$ cat src/dits_pkg.sv
// Shared widths, codes and controller/datapath interface types for the device ID table search.
`default_nettype none

package dits_pkg;

    // Field widths
    localparam int CFG_W   = 9;
    localparam int SLOT_W  = 8;
    localparam int KEY_W   = 16;
    localparam int NARROW_W = 8;
    localparam int COUNT_W = 9;
    localparam int ENTRY_W = 2 * KEY_W + 3 * NARROW_W;

    // Table defaults and the key value that matches anything
    localparam int unsigned DEF_TABLE_DEPTH = 256;
    localparam logic [KEY_W-1:0] WILDCARD_KEY = 16'hFFFF;

    // Operation codes of an input word
    localparam logic OP_WRITE = 1'b0;
    localparam logic OP_QUERY = 1'b1;

    // Commands from the controller to the datapath
    typedef struct packed {
        logic write_entry;
        logic load_query;
        logic scan_step;
        logic load_out;
    } ctl_cmd_t;

    // Status from the datapath to the controller
    typedef struct packed {
        logic scan_last;
        logic bound_small;
    } ctl_sts_t;

endpackage

`default_nettype wire

$ cat src/dits_ctrl.sv
// Controller state machine for the device ID table search: handshakes and scan sequencing.
`default_nettype none

module dits_ctrl
    import dits_pkg::*;
(
    input  wire logic     clk,
    input  wire logic     rst_n,
    input  wire logic     in_valid,
    output logic          in_ready,
    input  wire logic     operation,
    output logic          out_valid,
    input  wire logic     out_ready,
    input  wire ctl_sts_t sts,
    output ctl_cmd_t      cmd
);

    typedef enum logic [1:0] {
        S_IDLE,
        S_SCAN,
        S_DRAIN,
        S_FINISH
    } state_t;

    state_t state_reg;
    state_t state_next;
    logic   out_valid_reg;
    logic   out_valid_next;
    logic   accept;
    logic   out_free;

    // Take a new word only between queries
    assign in_ready = (state_reg == S_IDLE);
    assign accept   = in_valid && in_ready;
    assign out_free = !out_valid_reg || out_ready;

    // Drive datapath commands
    always_comb
    begin
        cmd.write_entry = accept && (operation == OP_WRITE);
        cmd.load_query  = accept && (operation == OP_QUERY);
        cmd.scan_step   = (state_reg == S_SCAN);
        cmd.load_out    = (state_reg == S_FINISH) && out_free;
    end

    // Advance the scan sequence
    always_comb
    begin
        state_next = state_reg;
        case (state_reg)
            S_IDLE:
            begin
                if (cmd.load_query)
                begin
                    state_next = sts.bound_small ? S_FINISH : S_SCAN;
                end
            end
            S_SCAN:
            begin
                if (sts.scan_last)
                begin
                    state_next = S_DRAIN;
                end
            end
            S_DRAIN:
            begin
                state_next = S_FINISH;
            end
            S_FINISH:
            begin
                if (out_free)
                begin
                    state_next = S_IDLE;
                end
            end
            default:
            begin
                state_next = S_IDLE;
            end
        endcase
    end

    // Hold the result valid until the sink takes it
    always_comb
    begin
        out_valid_next = out_valid_reg;
        if (cmd.load_out)
        begin
            out_valid_next = 1'b1;
        end
        else if (out_ready)
        begin
            out_valid_next = 1'b0;
        end
    end

    always_ff @(posedge clk or negedge rst_n)
    begin
        if (!rst_n)
        begin
            state_reg     <= S_IDLE;
            out_valid_reg <= 1'b0;
        end
        else
        begin
            state_reg     <= state_next;
            out_valid_reg <= out_valid_next;
        end
    end

    assign out_valid = out_valid_reg;

endmodule

`default_nettype wire

$ cat config.mk
export PLATFORM = sky130hd
export DESIGN_NAME = dits_ctrl
export DESIGN_NICKNAME = d
export VERILOG_FILES = /design/src/dits_pkg.sv /design/src/dits_ctrl.sv
export SDC_FILE = /design/constraint.sdc
export NUM_CORES = 1
export LEC_CHECK = 0
export BUFFER_PORTS_ARGS = -buffer_cell sky130_fd_sc_hd__buf_2
export CAP_MARGIN = 20
export CORE_AREA = 4 4 41 43
export CTS_CLUSTER_SIZE = 8
export DETAILED_ROUTE_END_ITERATION = 10
export DIE_AREA = 0 0 45 47
export HOLD_SLACK_MARGIN = 0.05
export PLACE_DENSITY = 0.46
export SYNTH_ARGS = -nofsm -noshare
export SYNTH_HDL_FRONTEND = slang
export SYNTH_SLANG_ARGS = --single-unit
$ cat constraint.sdc
create_clock -name clk -period 1.6 [get_ports clk]
set_clock_uncertainty 0.05 [all_clocks]
set_input_delay 0.08 -clock clk [delete_from_list [all_inputs] [get_ports clk]]
set_output_delay 0.08 -clock clk [all_outputs]
set_load 0.005 [all_outputs]
# After elaboration in Yosys (flattened, before gate mapping)
# Cells that the tools add are included.
[word_totals] reg_bits=3 latch_bits=0 ram_bits=0 romBits=0 inputBits=7 output_inout_bits=6 elab_cells=25 n_memories=0
[classes] n_addsub=0 mul=0 div=0 order_cmp=0 n_eq_ne=6 shift=0 mux=7 bitwise_logic=1 n_reduce_logical=9
[ops] operator="2-bit 2-to-1 mux" count=4
[ops] operator="2-bit one-hot mux with 4 select lines" count=1
[ops] operator="2-bit equality test (second input constant)" count=2
[ops] operator="1-bit logical AND" count=4
[ops] operator="2-bit != test (second input constant)" count=2
[ops] operator="3-bit AND reduction" count=1
[ops] operator="2-bit by 1-bit equality test with 1-bit output (second input constant)" count=1
[ops] operator="2-bit logical NOT" count=1
[ops] operator="1-bit 2-to-1 mux" count=2
[ops] operator="2-bit by 1-bit != test with 1-bit output (second input constant)" count=1
[ops] operator="2-bit nonzero test" count=1
[ops] operator="1-bit logical NOT" count=1
[ops] operator="1-bit logical OR" count=1
[ops] operator="1-bit inverter" count=1

# Longest topological paths before layout
# Gate-level depths: netlist (run 1).
[depth] depth_word=5 ltp_mapped=5 ltp_nobuf=5

# Least setup slack after synthesis (run 1)
# OpenSTA, ideal clock, no wires.
[synth_timing] path_kind="flip-flop to flip-flop" start="register state_reg[1]" end="register state_reg[0]" arrival_time_ns=1.143 required_time_ns=1.418 setup_slack_ns=0.275 stages_incl_launch_ff=6 synth_period_minus_slack_ns=1.325 path_cell_list="dfrtp_1 -> inv_1 -> ha_1 -> a21bo_1 -> a31oi_1 -> a31oi_1"
[synth_via] elab_chain_len=5 word_cells_on_any_way=11
[synth_rtl] element="start, declared" line="dits_ctrl.sv:25" rtl="state_t state_reg;"
[synth_rtl] element="start signal, assigned" line="dits_ctrl.sv:106" rtl="state_reg <= state_next;"
[synth_rtl] element="2-bit logical NOT (*)" line="dits_ctrl.sv:33" rtl="assign in_ready = (state_reg == S_IDLE);"
[synth_rtl] element="via in_ready" line="dits_ctrl.sv:10" rtl="output logic in_ready,"
[synth_rtl] element="1-bit logical AND" line="dits_ctrl.sv:34" rtl="assign accept = in_valid && in_ready;"
[synth_rtl] element="1-bit logical AND" line="dits_ctrl.sv:41" rtl="cmd.load_query = accept && (operation == OP_QUERY);"
[synth_rtl] element="2-bit by 1-bit != test with 1-bit output (no line)"
[synth_rtl] element="3-bit AND reduction (no line)"
# Mark *: on every way through the listed nets, which the timed path passes. The rest lies on a longest branch.
# A chain may end at the register's enable or synchronous reset.

==> results.sh, run 1 <==
export IMPL_status="finished, final reports clean"
export IMPL_maxSlewViolCount=0
export IMPL_cts_sinks=3
export IMPL_rsz0062_at_grt="no"
export IMPL_synth_fp_nets=39
export IMPL_num_fill_cells=151
export IMPL_vias=257
export IMPL_fin_crit_sh=0.919
export IMPL_tightest_slew_ns=0.220
export IMPL_grt_usage=0.0641
export IMPL_cp_slowest_stage_delay_ns=0.41
export IMPL_syn_area_sq_um=262
export IMPL_drtPass1Iterations=3
export IMPL_final_cells=60
export IMPL_cp_slowest_cell="dfrtp_1"
export IMPL_htree_levels=1
export IMPL_peakVddDrop_v=0.000639
export IMPL_grt_pass1_wl_um=876
export IMPL_syn2layout_area_growth_pct=44.0
export IMPL_synthXorXnorAreaFrac=0
export IMPL_path_class="reg2out"
export IMPL_largest_reg_flops=2
export IMPL_viasPerCell=4.28
export IMPL_ys_top_cells_by_area="dfrtp_1 29%, ha_1 19%, nand2b_1 7.2%, nand4b_1 6.7%, nand3b_1 5.7%"
export IMPL_drive_gt1_frac=0.400
export IMPL_ys_types=16
export IMPL_chipHeight_um=47
export IMPL_synth_top_area_cell="dfrtp_1"
export IMPL_r2r_start="state_reg[0]$_DFFE_PN0P_"
export IMPL_dp_hpwl_um=498
export IMPL_grtUsageMet2=0.0706
export IMPL_period_needed_ns=1.47
export IMPL_hp_start="out_ready"
export IMPL_initial_core_util=0.201
export IMPL_grt_max_degree=9
export IMPL_synthSimpleGateAreaFrac=0.359
export IMPL_p_leak_nw=0.197
export IMPL_die_area_sq_mm=0.00212
export IMPL_synthMuxAreaShare=0
export IMPL_hold_viol_final=0
export IMPL_avgSynthCellArea_sq_um=9.34
export IMPL_crit_required_ns=1.47
export IMPL_grt_overflow_total=0
export IMPL_hp_class="in2reg"
export IMPL_cp_cell_sequence="inv_1 > ha_1 > and3_4 > buf_2"
export IMPL_cts_resized_gates=0
export IMPL_synth_compound_gate_area_share=0.105
export IMPL_top_usage_layer="met1"
export IMPL_antenna_cells=0
export IMPL_cts_tree="yes"
export IMPL_port_buffers=12
export IMPL_fmaxAchievable_mhz=680
export IMPL_ys_seq_area_frac=0.287
export IMPL_ys_ff_latch=3
export IMPL_setup_viol=0
export IMPL_grt_use_met3=0.0498
export IMPL_startpoint_type="register"
export IMPL_critical_path_buf_inv_count=2
export IMPL_arrival_ns=1.34
export IMPL_ys_warn_count=0
export IMPL_max_slew_margin=0.853
export IMPL_drtAntennaViolNets=0
export IMPL_drt_total_wl_um=598
export IMPL_end_kind="primary output"
export IMPL_critPathTopFamily="flip-flops"
export IMPL_nNetsFinal=57
export IMPL_synth_top_family_by_area="simple AND/OR/NAND/NOR gates"
export IMPL_crit_fanout=8
export IMPL_tns_ns=0
export IMPL_clk_pin_slew_worst_paths_ns=0.03
export IMPL_antenna_found_initial=0
export IMPL_placed_cells=55
export IMPL_gp_congestion=0.702
export IMPL_grt_pass1_vias=213
export IMPL_clk_latency_ns=0.23
export IMPL_drc=0
export IMPL_io_pins=13
export IMPL_clockRootBuffer="clkbuf_4"
export IMPL_yosys_area_share_adder=0.191
export IMPL_cts_buffers=3
export IMPL_synth_top_cell_area_share=0.287
export IMPL_coreArea_sq_mm=0.00130
export IMPL_row_count=13
export IMPL_drv_cap=0
export IMPL_synth_cells=28
export IMPL_clockBufferDepth=2
export IMPL_powerDensity_mw_per_mm2=1680
export IMPL_startpoint="state_reg[0]$_DFFE_PN0P_"
export IMPL_wl_per_cell_um=9.97
export IMPL_fp_dieW_um=45
export IMPL_gr_usage_met1=0.0845
export IMPL_drt_iter0_drc=8
[routing by layer]
layer	share of wire	vias to the layer above	wire length (um)
li1	-	134	-
met3	0.13	0	79
met2	0.37	13	219
met5	0	-	0
met1	0.50	110	299
met4	0	0	0
[kinds of logic (layout without fill, tap and decap cells)]
| logic type | Yosys count | after routing |
|---|---|---|
| AND/OR/NAND/NOR | 14 | 14 |
| adder cells (fa/ha/maj) | 4 | 4 |
| AO/OA/AOI/OAI | 4 | 4 |
| flip-flops | 3 | 3 |
| buffers and inverters | 3 | 20 |
[worst min-delay path, delay by kind of cell]
family        cells  cell delay [ns]
simple gates      2             0.17
buf+inv           1             0.08
[cells in the mapped netlist]
master and count:
nand2_1 1, and2_2 1, ha_1 4, a31oi_1 2
dfrtp_1 3, nor2_1 2, and2_1 1, nand2b_1 3
nand3b_1 2, buf_4 1, nand4b_1 2, a21bo_1 1
and3_4 1, a21oi_1 1, nand4_1 1, inv_1 2
[stage by stage]
step                total power, mW  hold slack, ns  setup WS, ns  cell area, sq um   util
floorplan                     0.387          -0.266         0.275               262      -
finish                        0.633           0.105         0.129               377  0.289
global placement              0.499          -0.171         0.182               340  0.262
detailed placement            0.507          -0.169         0.170               340  0.262
global route                  0.703           0.128       0.00694               377  0.289
CTS                           0.645           0.101         0.116               377  0.289
[final cells by class]
class	instances	area (sq um)	area share
multi-input cells	22	171	0.455
repair buffers	14	77.6	0.206
flip-flops and latches	3	75.1	0.199
clock buffers	4	26.3	0.0698
well taps	15	18.8	0.0498
inverters	2	7.51	0.0199
[final timing paths]
kind                                             to  slack (ns)  cells past startpoint
setup / recovery                             cmd[2]        0.13                      4
max in group asynchronous     out_valid$_DFFE_PN0P_        1.26                      2
hold / removal                out_valid$_DFFE_PN0P_        0.11                      3
hold reg to reg               out_valid$_DFFE_PN0P_        0.49                      2
setup reg to reg           state_reg[0]$_DFFE_PN0P_        0.16                      5
min in group asynchronous  state_reg[1]$_DFFE_PN0P_        0.12                      2
[what timing repair did]
item                                   in CTS  in global routing
endpoints found under the hold margin       3                  0
hold buffers                                1                  0
buffers inserted                            0                  0
[cells in the final DEF, fill, tap and decap left out, types with 2 or more instances in the layout]
master	synthesis	layout
inv_1	2	2
a31oi_1	2	2
clkbuf_4	0	3
dfrtp_1	3	3
ha_1	4	4
nand3b_1	2	2
nand4b_1	2	2
buf_2	0	12
nor2_1	2	2
nand2b_1	3	3
[where the power goes]
| part | switching [mW] | internal [mW] | total, mW |
|---|---|---|---|
| registers | 0.0317 | 0.117 | 0.149 |
| clock network | 0.0363 | 0.0932 | 0.130 |
| logic | 0.175 | 0.180 | 0.355 |
| total | 0.243 | 0.390 | 0.633 |
No activity file was read; power rests on OpenSTA's default activity.
==> inputs of run 2 (changes only) <==
- clock period: 1.6 -> 1.8 ns (I/O delays scaled with it)
==> results.sh, run 2 (same netlist as run 1, synthesis figures left out) <==
export IMPL_status="finished, final reports clean"
export IMPL_ff2ff_path_depth=5
export IMPL_placed_cells=54
export IMPL_drc=0
export IMPL_hp_start="out_ready"
export IMPL_maxSlewViolCount=0
export IMPL_cts_sinks=3
export IMPL_row_count=13
export IMPL_fin_crit_sh=0.838
export IMPL_end_kind="primary output"
export IMPL_r2r_start="state_reg[1]$_DFFE_PN0P_"
export IMPL_setup_viol=0
export IMPL_htree_levels=1
export IMPL_syn2layout_area_growth_pct=41.1
export IMPL_fmaxAchievable_mhz=663
export IMPL_holdPathStages=3
export IMPL_startpoint_type="register"
export IMPL_path_class="reg2out"
export IMPL_initial_core_util=0.201
export IMPL_io_pins=13
export IMPL_drt_iter0_drc=1
export IMPL_largest_reg_flops=2
export IMPL_period_needed_ns=1.51
export IMPL_vias=256
export IMPL_peakVddDrop_v=0.000565
export IMPL_antenna_cells=0
export IMPL_critical_path_buf_inv_count=2
export IMPL_drive_gt1_frac=0.386
export IMPL_clk_latency_ns=0.24
export IMPL_drtPass1Iterations=2
export IMPL_crit_fanout=8
export IMPL_grt_pass1_vias=229
export IMPL_wl_per_cell_um=9.15
export IMPL_drtAntennaViolNets=0
export IMPL_cp_cell_sequence="inv_1 > ha_1 > and3_4 > buf_2"
export IMPL_rrSetupSlack_ns=0.37
export IMPL_grt_usage=0.0665
export IMPL_finalPower_uw=543
export IMPL_antenna_found_initial=0
export IMPL_dp_hpwl_um=421
export IMPL_port_buffers=12
export IMPL_clockBufferDepth=2
export IMPL_grt_max_degree=9
export IMPL_final_common_cell="buf_2"
export IMPL_cts_tree="yes"
export IMPL_gp_congestion=0.741
export IMPL_hold_viol_final=0
export IMPL_tightest_slew_ns=0.222
export IMPL_final_cells=59
export IMPL_rsz0062_at_grt="no"
export IMPL_hp_class="in2reg"
export IMPL_p_leak_nw=0.192
export IMPL_clockRootBuffer="clkbuf_4"
export IMPL_clk_pin_slew_worst_paths_ns=0.04
export IMPL_r2r_end="state_reg[0]$_DFFE_PN0P_"
export IMPL_viasPerCell=4.34
export IMPL_cp_slowest_stage_delay_ns=0.41
export IMPL_post_cts_repair_setup_buffers=0
export IMPL_drt_total_wl_um=540
export IMPL_nNetsFinal=56
export IMPL_critPathTopFamily="flip-flops"
export IMPL_powerDensity_mw_per_mm2=1470
export IMPL_max_slew_margin=0.852
export IMPL_crit_required_ns=1.66
export IMPL_drv_cap=0
export IMPL_cts_buffers=3
export IMPL_coreArea_sq_mm=0.00130
export IMPL_chipHeight_um=47
export IMPL_tns_ns=0
export IMPL_cp_slowest_cell="dfrtp_1"
export IMPL_arrival_ns=1.37
export IMPL_fp_dieW_um=45
export IMPL_mostFrequentLayoutCells="12 x buf_2, 4 x ha_1, 3 x nand2b_1, 3 x clkbuf_4, 3 x dfrtp_1"
export IMPL_post_route_util=0.284
export IMPL_whs_endpoint="out_valid$_DFFE_PN0P_"
export IMPL_die_area_sq_mm=0.00212
export IMPL_grt_overflow_total=0
export IMPL_grt_pass1_wl_um=890
-- run 2: cell count changes in the layout (fill, tap and decap cells not counted), sizes merged --
cell  previous run  this run
buf             13        12
-- run 2: timing repair --
action	CTS	global route
resized for setup	0	0
endpoints found under the hold margin	3	0
hold buffers	1	0
-- run 2: how the worst max path moves through the flow --
stage / from / end / slack, ns / cells past startpoint
floorplan: state_reg[1]$_DFFE_PN0P_ / state_reg[0]$_DFFE_PN0P_ / 0.48 / 5
global placement: state_reg[1]$_DFFE_PN0P_ / state_reg[0]$_DFFE_PN0P_ / 0.35 / 5
detailed placement: state_reg[1]$_DFFE_PN0P_ / state_reg[0]$_DFFE_PN0P_ / 0.37 / 5
CTS: state_reg[1]$_DFFE_PN0P_ / cmd[2] / 0.27 / 4
global route: state_reg[1]$_DFFE_PN0P_ / cmd[2] / 0.16 / 4
finish: state_reg[1]$_DFFE_PN0P_ / cmd[2] / 0.29 / 4
-- run 2: per-stage QoR --
step | hold slack (ns) | cell area (sq um) | setup WS, ns
2_1_floorplan | -0.256 | 262 | 0.475
3_3_place_gp | -0.161 | 333 | 0.346
3_5_place_dp | -0.162 | 333 | 0.370
4_1_cts | 0.0792 | 369 | 0.266
5_1_grt | 0.110 | 369 | 0.158
6_report | 0.0795 | 369 | 0.291
-- run 2: report_power, final --
group / switching (mW) / internal [mW] / total (mW)
logic: 0.134 / 0.146 / 0.280
registers: 0.0343 / 0.104 / 0.138
clock network: 0.0406 / 0.0834 / 0.124
-- run 2: worst register-to-register path: cells and delay by family (launching register included) --
| family | cells | cell delay (ns) |
|---|---|---|
| buf+inv | 1 | 0.11 |
| flops | 1 | 0.41 |
| fa+ha+maj | 1 | 0.28 |
| compound gates | 3 | 0.45 |
-- run 2: area by class of cell --
cell class	instances	area (sq um)
Fill cell	145	932
Multi-Input combinational cell	22	171
Sequential cell	3	75.1
Timing Repair Buffer	13	70.1
Clock buffer	4	26.3
Tap cell	15	18.8
Inverter	2	7.51
-- run 2: layer usage --
layer	share of wire	vias up	GRT usage
met5	0	-	0
met4	0.026	0	0.0526
met3	0.18	4	0.0728
met2	0.30	16	0.0763
met1	0.49	104	0.0664
li1	-	132	-
==> inputs of run 3 (changes only) <==
- PLACE_DENSITY: 0.46 -> 0.47
- clock period: 1.8 -> 1.31 ns (I/O delays scaled with it)
==> results.sh, run 3 (same netlist as run 1, synthesis figures left out) <==
export IMPL_sequentialPowerShare=0.194
export IMPL_hp_class="in2reg"
export IMPL_drive_gt1_frac=0.585
export IMPL_final_cells=68
export IMPL_initial_core_util=0.201
export IMPL_fp_dieW_um=45
export IMPL_cts_buffers=3
export IMPL_p_sw_uw=345
export IMPL_cts_sinks=3
export IMPL_dp_hpwl_um=481
export IMPL_pwr_share_clk=0.159
export IMPL_io_pins=13
export IMPL_hold_slack_ns=0.0654
export IMPL_chipHeight_um=47
export IMPL_clk_latency_ns=0.23
export IMPL_crit_required_ns=1.19
export IMPL_drc=0
export IMPL_fin_crit_sh=0.975
export IMPL_end_kind="primary output"
export IMPL_rsz0062_at_grt="yes"
export IMPL_startpoint_type="register"
export IMPL_grt_max_degree=6
export IMPL_critical_path_buf_inv_count=2
export IMPL_largest_reg_flops=2
export IMPL_pwr_share_comb=0.647
export IMPL_gp_congestion=0.678
export IMPL_cp_slowest_cell="dfrtp_1"
export IMPL_wl_per_cell_um=9.56
export IMPL_placed_cells=58
export IMPL_port_buffers=12
export IMPL_row_count=13
export IMPL_antenna_found_initial=0
export IMPL_syn2layout_area_growth_pct=76.1
export IMPL_critPathTopFamily="flip-flops"
export IMPL_tightest_slew_ns=0.202
export IMPL_grt_overflow_total=0
export IMPL_setup_viol=0
export IMPL_antenna_cells=0
export IMPL_hold_viol_final=0
export IMPL_fmaxAchievable_mhz=783
export IMPL_status="finished, final reports clean"
export IMPL_drtPass1Iterations=5
export IMPL_nNetsFinal=65
export IMPL_cp_slowest_stage_delay_ns=0.39
export IMPL_viasPerCell=4.25
export IMPL_max_slew_margin=0.865
export IMPL_p_int_uw=638
export IMPL_cts_tree="yes"
export IMPL_drt_iter0_drc=2
export IMPL_drt_total_wl_um=650
export IMPL_vias=289
export IMPL_powerDensity_mw_per_mm2=2130
export IMPL_peakVddDrop_v=0.000695
export IMPL_swShare=0.351
export IMPL_grt_usage=0.0759
export IMPL_final_common_cell="buf_2"
export IMPL_grt_pass1_wl_mm=1.07
export IMPL_clockRootBuffer="clkbuf_4"
export IMPL_arrival_ns=1.16
export IMPL_maxSlewViolCount=0
export IMPL_clockBufferDepth=2
export IMPL_period_needed_ns=1.28
export IMPL_grt_pass1_vias=280
export IMPL_p_leak_nw=0.230
export IMPL_path_class="reg2out"
export IMPL_mostFrequentLayoutCells="11 x buf_2, 9 x buf_4, 3 x nand2b_1, 3 x clkbuf_4, 3 x dfrtp_1"
export IMPL_drv_cap=0
export IMPL_htree_levels=1
export IMPL_crit_fanout=5
export IMPL_clk_pin_slew_worst_paths_ns=0.03
export IMPL_coreArea_sq_mm=0.00130
export IMPL_cp_cell_sequence="inv_2 > ha_4 > and3_4 > buf_6"
export IMPL_drtAntennaViolNets=0
export IMPL_die_area_sq_mm=0.00212
run 3: cell count changes in the layout (fill, tap and decap cells not counted):
cell	change
buf_2	-1
inv_2	+2
ha_1	-3
ha_4	+1
buf_4	+9
inv_1	-2
buf_6	+1
ha_2	+2
run 3: tightest hold or removal path: stages:
cell	delay [ns]
buf_2	0.08
nand2b_1	0.10
nand2b_1	0.05
run 3: area by class of cell:
type	instances	area [sq um]
clock buffer	4	26.3
fill	143	841
inverter	2	7.51
multi-input combinational	22	189
sequential	3	75.1
tap	15	18.8
timing repair buffer	22	144
run 3: metrics by stage:
step / instance area, sq um / setup TNS [ns] / worst slack (ns) / util / total power [mW]
after global routing: 460 / -0.126 / -0.0395 / 0.354 / 1.09
final: 460 / 0 / 0.0327 / 0.354 / 0.982
after global placement: 365 / -0.0331 / -0.0180 / 0.281 / 0.699
after CTS: 419 / 0 / 0.00184 / 0.322 / 0.933
after detailed placement: 365 / -0.00757 / -0.00757 / 0.281 / 0.691
after floorplan: 264 / 0 / 0.0233 / - / 0.479
run 3: per-layer routing:
metal | track usage | vias up | wire length [um]
li1 | - | 148 | -
met2 | 0.107 | 15 | 266
met1 | 0.0843 | 126 | 304
met3 | 0.0460 | 0 | 80
met5 | 0 | - | 0
met4 | 0.0526 | 0 | 0
run 3: timing repair:
action | in CTS | in global routing
resized for setup | 3 | 3
endpoints found under the hold margin | 3 | 0
hold buffers | 1 | 0
pin swaps | 0 | 3
buffers inserted | 1 | 4
endpoints found under the setup margin | 5 | 6
run 3: final timing paths:
| check | end | from | cells after the start | slack, ns |
|---|---|---|---|---|
| max | cmd[2] | state_reg[1]$_DFFE_PN0P_ | 4 | 0.03 |
| min | out_valid$_DFFE_PN0P_ | out_ready | 3 | 0.07 |
| max reg2reg | state_reg[0]$_DFFE_PN0P_ | state_reg[0]$_DFFE_PN0P_ | 6 | 0.04 |
| min reg2reg | out_valid$_DFFE_PN0P_ | out_valid$_DFFE_PN0P_ | 2 | 0.48 |
| max in group asynchronous | state_reg[1]$_DFFE_PN0P_ | rst_n | 2 | 0.99 |
| min in group asynchronous | out_valid$_DFFE_PN0P_ | rst_n | 2 | 0.11 |
run 3: power by group through the flow:
stage / combinational [mW] / sequential [mW] / clock [mW]
2_1_floorplan: 0.298 / 0.181 / 0
3_3_place_gp: 0.517 / 0.182 / 0
3_5_place_dp: 0.502 / 0.188 / 0
4_1_cts: 0.577 / 0.190 / 0.166
5_1_grt: 0.711 / 0.199 / 0.181
6_report: 0.636 / 0.190 / 0.156
